--- config.mk ---
export PLATFORM = sky130hd
export DESIGN_NAME = lzw_ram
export DESIGN_NICKNAME = d
export VERILOG_FILES = /design/src/rtl/lzw_ram.sv
export SDC_FILE = /design/constraint.sdc
export NUM_CORES = 2
export LEC_CHECK = 0
export BUFFER_PORTS_ARGS = -buffer_cell sky130_fd_sc_hd__buf_4
export CORE_UTILIZATION = 50
export DETAILED_ROUTE_END_ITERATION = 10
export PLACE_DENSITY = 0.66
export SLEW_MARGIN = 30
export SYNTH_ARGS = -nofsm -noshare
export SYNTH_HDL_FRONTEND = slang
export SYNTH_SLANG_ARGS = --single-unit
export TNS_END_PERCENT = 20
--- constraint.sdc ---
create_clock -name clk -period 3.56 [get_ports clk]
set_input_delay 0.89 -clock clk [delete_from_list [all_inputs] [get_ports clk]]
set_output_delay 0.89 -clock clk [all_outputs]
set_load 0.01 [all_outputs]
--- src/rtl/lzw_ram.sv ---
// Generic single-clock RAM, one write port and one registered read port.
module lzw_ram #(
	parameter int WIDTH = 8,
	parameter int DEPTH = 256
) (
	input  logic                     clk,
	input  logic                     we,
	input  logic [$clog2(DEPTH)-1:0] waddr,
	input  logic [WIDTH-1:0]         wdata,
	input  logic                     re,
	input  logic [$clog2(DEPTH)-1:0] raddr,
	output logic [WIDTH-1:0]         rdata
);

	logic [WIDTH-1:0] mem [DEPTH];

	always_ff @(posedge clk) begin
		if (we) begin
			mem[waddr] <= wdata;
		end
		if (re) begin
			rdata <= mem[raddr];
		end
	end

endmodule

* Yosys cells after proc, flatten, opt, wreduce, memory -nomap -nowiden
Memory sizes are Yosys's and may differ from the RTL's. A register that Yosys moved wholly into a read port is not among the register bits.
Cells that the tools add are included.
** Cells by class
- Mux-type cells :: 2
** Operators by type and width (number)
- 1-bit 2-to-1 mux :: 2
** Storage, ports and cells
- Register bits after elaboration :: 0
- Bits in writable memories :: 2048
- Bits of input ports :: 27
- Output and inout bits :: 8
- Word-level logic and storage cells :: 3
- Memories :: 1
** Memories
- mem :: words 256, width 8, rd ports 1, clocked after memory_dff 1, wr ports 1, RTL line 15 : logic [WIDTH-1:0] mem [DEPTH];

* Longest topological paths before layout
- Word-level depth :: 2
- Gate-level depth with buffers :: 11
- Mapped depth without buffers :: 6

* Worst setup path before layout
No wires, ideal clock.
- Kind :: input to register
- Start :: in raddr[0]
- End :: reg rdata[2] (read register of mem), data pin
- Setup time :: 0.269 ns
- Arrival time :: 2.697 ns
- Required time :: 3.291 ns
- Path slack :: 0.594 ns
- Stages :: 9
- Path buffers :: 4
- Cells stage by stage :: buf_6 buf_12 buf_8 buf_2 mux4_2 a22oi_1 a21oi_1 nor4_1 nor4_2
** RTL lines
- start: declaration :: RTL line 11 : input logic [$clog2(DEPTH)-1:0] raddr,
- end: declaration :: RTL line 12 : output logic [WIDTH-1:0] rdata

==> flow_metrics.py <==
metrics = {
    "timing": {
        "setup_viol": 0,
        "finalCriticalPeriod_ps": 3433,
        "worst-slew-pin-transition_ps": 939.0,
        "slew_headroom": 0.3725,
        "maxSlewViolCount": 0,
        "layout_worst_path_cycle_share": 0.9644,
        "timing.clock.skew_ps": 36.79,
        "rsz0062_at_grt": "false",
        "tns_ps": 0,
        "timing.hold.ws_ps": 458.3,
        "achievable_freq_mhz": 291.3,
        "timing.final.hold_violations": 0,
    },
    "hold_path": {
        "timing.hold.worst.start": "re",
        "timing.hold.worst_endpoint": "rdata[4]",
        "holdPathStages": 1,
        "hold_path.class": "in2reg",
    },
    "logic_synthesis": {
        "synth_top_area_cell": "sky130_fd_sc_hd__edfxtp_1",
        "yosys.area_share.adder": 0,
        "synth-compound-area-share": 0.03416,
        "yosysSeqAreaShare": 0.7753,
        "synth_top_family_by_area": "multiplexers",
        "synth_area_um2": 79640,
        "synth_top_area_share": 0.7753,
        "synth_edf_count": 2056,
        "synth.ff_latch_count": 2056,
        "ys_async_sr_fraction": 0,
        "yosys_warnings": 0,
        "synth_cell_types": 54,
        "yosys_most_used_dff": "sky130_fd_sc_hd__edfxtp_1",
        "synthMuxAreaShare": 0.1460,
        "avgSynthCellArea_um2": 21.33,
        "synth_nets": 3760,
        "synthSimpleGateAreaFrac": 0.02625,
        "synth_xor_xnor_area_share": 0,
        "synth.area.top_cells": "sky130_fd_sc_hd__edfxtp_1, sky130_fd_sc_hd__mux4_2, sky130_fd_sc_hd__mux2i_1",
        "post_synth_inst_count": 3733,
    },
    "clock_network": {
        "cts_resized": 0,
        "postCtsSetupBuffers": 0,
        "tritoncts": "done",
        "clock_tree.root_cell": "sky130_fd_sc_hd__clkbuf_16",
        "clk_transition_reported_paths_ps": 60,
        "cts_htree_levels": 4,
        "insertion_delay_ps": 830,
        "number_of_clock_buffers_inserted_by_tritoncts": 200,
        "clockBufferDepth": 3,
        "hold_buffers": 0,
        "clock_sinks": 2056,
    },
    "critical_path": {
        "critical_path.reg2reg.endpoint": "rdata[7]",
        "setup.worst_path.class": "in2reg",
        "worstPathArrival_ps": 3960,
        "worst_ep_required_time_ps": 4080,
        "timing.critical_path.fanout_max": 26,
        "timing.rr.start": "mem[101][7]",
        "worst_setup_path_end_kind": "register",
        "reg2reg_slack_ps": 620,
        "setup.worst_path.start_class": "primary input",
        "r2r_cells": 7,
    },
    "final_layout": {
        "syn_to_final_growth_pct": 16.54,
        "final_net_count": 4372,
        "drive_above_1_share": 0.3079,
    },
    "drt": {
        "final_antenna_violating_net_count": 0,
        "drt-initial-drc-count": 4848,
        "detailroute.via_count": 40730,
        "remaining_drc_errors": 0,
        "vias_per_cell": 6.181,
        "routed_wire_length_per_instance_um": 30.31,
        "detail_route.first_pass.iterations": 5,
        "route.final.wire_length_um": 199700,
    },
    "status": {
        "outcome": "complete, no violations",
    },
    "power": {
        "internal_power_w": 0.03887,
        "pwrdens_nw_per_um2": 534.8,
        "static-leakage-power_nw": 29.89,
        "power.ir.vdd_worst_mv": 0.5312,
        "switching_power_w": 0.01077,
        "sequentialPowerShare": 0.539,
        "switching_power_as_a_share_of_total_power": 0.2170,
        "power.combinational.fraction": 0.054,
        "power_frac_clock": 0.407,
        "power.total_w": 0.04964,
    },
    "die": {
        "floorplan.io_pins": 35,
        "die_w_um": 401.1,
        "die_footprint_um2": 160900,
        "core_ar_um2": 158200,
        "rows": 146,
        "dieHeight_um": 401.1,
        "start_util": 0.5034,
    },
    "grt": {
        "first_global_vias": 40710,
        "grt.overflow.total": 0,
        "grt_start_max_net_pins": 96,
        "globalRouteTotalUtil": 0.2498,
        "grt_first_pass_wirelength_um": 288700,
        "antenna_found_initial": 12,
    },
    "job": {
        "max_cap_violations": 0,
    },
    "placement": {
        "buffer_ports.inserted": 34,
        "finalWeightedCongestion": 0.8736,
        "dp.final_hpwl_um": 129300,
    },
}
-- layout make-up --
type | count | area (um2)
sequential | 2056 | 61740
inverter | 2 | 7.507
timing repair buffer | 643 | 5727
tap | 2072 | 2592
fill | 11290 | 65390
clock inverter | 123 | 1033
clock buffer | 249 | 5210
multi-input combinational | 1442 | 16490
antenna | 2 | 5.005
-- flip-flops by register name, summed over array words and instances (netlist names) --
| name | count |
|---|---|
| rdata | 8 |
| mem | 2048 |
-- worst max path at each step --
stage	start	endpoint	slack (ps)	cells after the start
final	raddr[0]	rdata[7]	130	10
after detailed placement	raddr[0]	rdata[7]	-630	10
after global routing	raddr[0]	rdata[7]	140	10
after global placement	raddr[0]	rdata[7]	-580	10
after floorplan	raddr[0]	rdata[2]	590	9
after CTS	raddr[0]	rdata[7]	240	10
-- critical path, cell delays in order --
cell,delay [ps]
sky130_fd_sc_hd__buf_8,180
sky130_fd_sc_hd__buf_12,300
sky130_fd_sc_hd__buf_4,210
sky130_fd_sc_hd__mux4_2,530
sky130_fd_sc_hd__nor2b_1,180
sky130_fd_sc_hd__a211oi_1,540
sky130_fd_sc_hd__nor2_1,110
sky130_fd_sc_hd__nor4_1,670
sky130_fd_sc_hd__buf_4,220
sky130_fd_sc_hd__nor4_1,50
-- stage by stage --
step                setup slack, ps    util  cell area, um2  std cells
finish                        126.9  0.5866           92810       6589
global route                  143.4  0.5866           92800       6587
CTS                           239.0  0.5866           92800       6587
detailed placement           -625.7  0.5471           86560       6215
global placement             -579.1  0.5471           86560       6215
floorplan                     593.9       -           79640       3733
-- metal layers --
metal	track usage	wire length [um]	up-vias
met2	0.3957	96070	1998
met5	0	84	-
met3	0.05194	18820	327
met1	0.3569	79900	21470
met4	0.06547	4829	12
li1	-	-	16920
-- power by group through the flow --
stage | sequential [W] | clock, W | combinational, W
after global placement | 0.0272 | 0 | 0.00268
after CTS | 0.0267 | 0.0205 | 0.00271
final | 0.0267 | 0.0202 | 0.00270
after global routing | 0.0267 | 0.0213 | 0.00284
after detailed placement | 0.0272 | 0 | 0.00271
after floorplan | 0.0272 | 0 | 0.00130
-- synthesized netlist by cell type (3+ instances only) --
cell	count
sky130_fd_sc_hd__edfxtp_1	2056
sky130_fd_sc_hd__mux4_2	454
sky130_fd_sc_hd__nor2_1	282
sky130_fd_sc_hd__mux2i_1	134
sky130_fd_sc_hd__a22oi_1	133
sky130_fd_sc_hd__clkbuf_1	111
sky130_fd_sc_hd__a21oi_1	96
sky130_fd_sc_hd__o221ai_1	46
sky130_fd_sc_hd__nand3_1	34
sky130_fd_sc_hd__nand2_1	33
sky130_fd_sc_hd__buf_2	31
sky130_fd_sc_hd__nor2b_1	31
sky130_fd_sc_hd__o22ai_1	28
sky130_fd_sc_hd__buf_4	27
sky130_fd_sc_hd__nor4_1	24
sky130_fd_sc_hd__buf_1	22
sky130_fd_sc_hd__nor3_1	22
sky130_fd_sc_hd__buf_6	21
sky130_fd_sc_hd__a211oi_1	16
sky130_fd_sc_hd__a221oi_1	13
sky130_fd_sc_hd__buf_8	13
sky130_fd_sc_hd__nand4_1	10
sky130_fd_sc_hd__o211ai_1	10
sky130_fd_sc_hd__o21ai_0	10
sky130_fd_sc_hd__a22o_1	8
sky130_fd_sc_hd__buf_12	8
sky130_fd_sc_hd__nand2b_1	8
sky130_fd_sc_hd__and2_1	6
sky130_fd_sc_hd__o22a_1	5
sky130_fd_sc_hd__o32ai_1	4
sky130_fd_sc_hd__or2_2	4
sky130_fd_sc_hd__nor4_2	3
-- layout by cell type, fill, tap and decap left out, types with 3 or more instances in the layout --
cell                         count
sky130_fd_sc_hd__nand3_1        33
sky130_fd_sc_hd__a22o_1          8
sky130_fd_sc_hd__clkinvlp_4      5
sky130_fd_sc_hd__nor2b_4         3
sky130_fd_sc_hd__nand2_1        33
sky130_fd_sc_hd__o22ai_1        28
sky130_fd_sc_hd__mux4_2        454
sky130_fd_sc_hd__or2_2           4
sky130_fd_sc_hd__a221oi_1       13
sky130_fd_sc_hd__nand4_1        10
sky130_fd_sc_hd__clkinv_16       6
sky130_fd_sc_hd__a211oi_1       16
sky130_fd_sc_hd__nor2_1        279
sky130_fd_sc_hd__bufinv_16       9
sky130_fd_sc_hd__inv_6           4
sky130_fd_sc_hd__nand2b_1        8
sky130_fd_sc_hd__nor3_1         22
sky130_fd_sc_hd__clkinv_8        3
sky130_fd_sc_hd__and2_1          6
sky130_fd_sc_hd__clkbuf_1       48
sky130_fd_sc_hd__inv_16          3
sky130_fd_sc_hd__clkbuf_16     201
sky130_fd_sc_hd__a22oi_1       133
sky130_fd_sc_hd__a21oi_1        96
sky130_fd_sc_hd__nor2b_1        28
sky130_fd_sc_hd__o21ai_0        10
sky130_fd_sc_hd__edfxtp_1     2056
sky130_fd_sc_hd__buf_12         66
sky130_fd_sc_hd__buf_4         567
sky130_fd_sc_hd__clkinv_2       42
sky130_fd_sc_hd__buf_8           9
sky130_fd_sc_hd__nor4_2          3
sky130_fd_sc_hd__o221ai_1       46
sky130_fd_sc_hd__nor4_1         24
sky130_fd_sc_hd__clkinv_1       52
sky130_fd_sc_hd__o22a_1          5
sky130_fd_sc_hd__nor2_4          3
sky130_fd_sc_hd__o211ai_1       10
sky130_fd_sc_hd__o32ai_1         4
sky130_fd_sc_hd__mux2i_1       134
-- cell families after synthesis --
group | after synthesis
flops | 2056
compound gates | 385
simple gates | 466
mux | 591
buf+inv | 235
(Power assumes the default switching activity.)
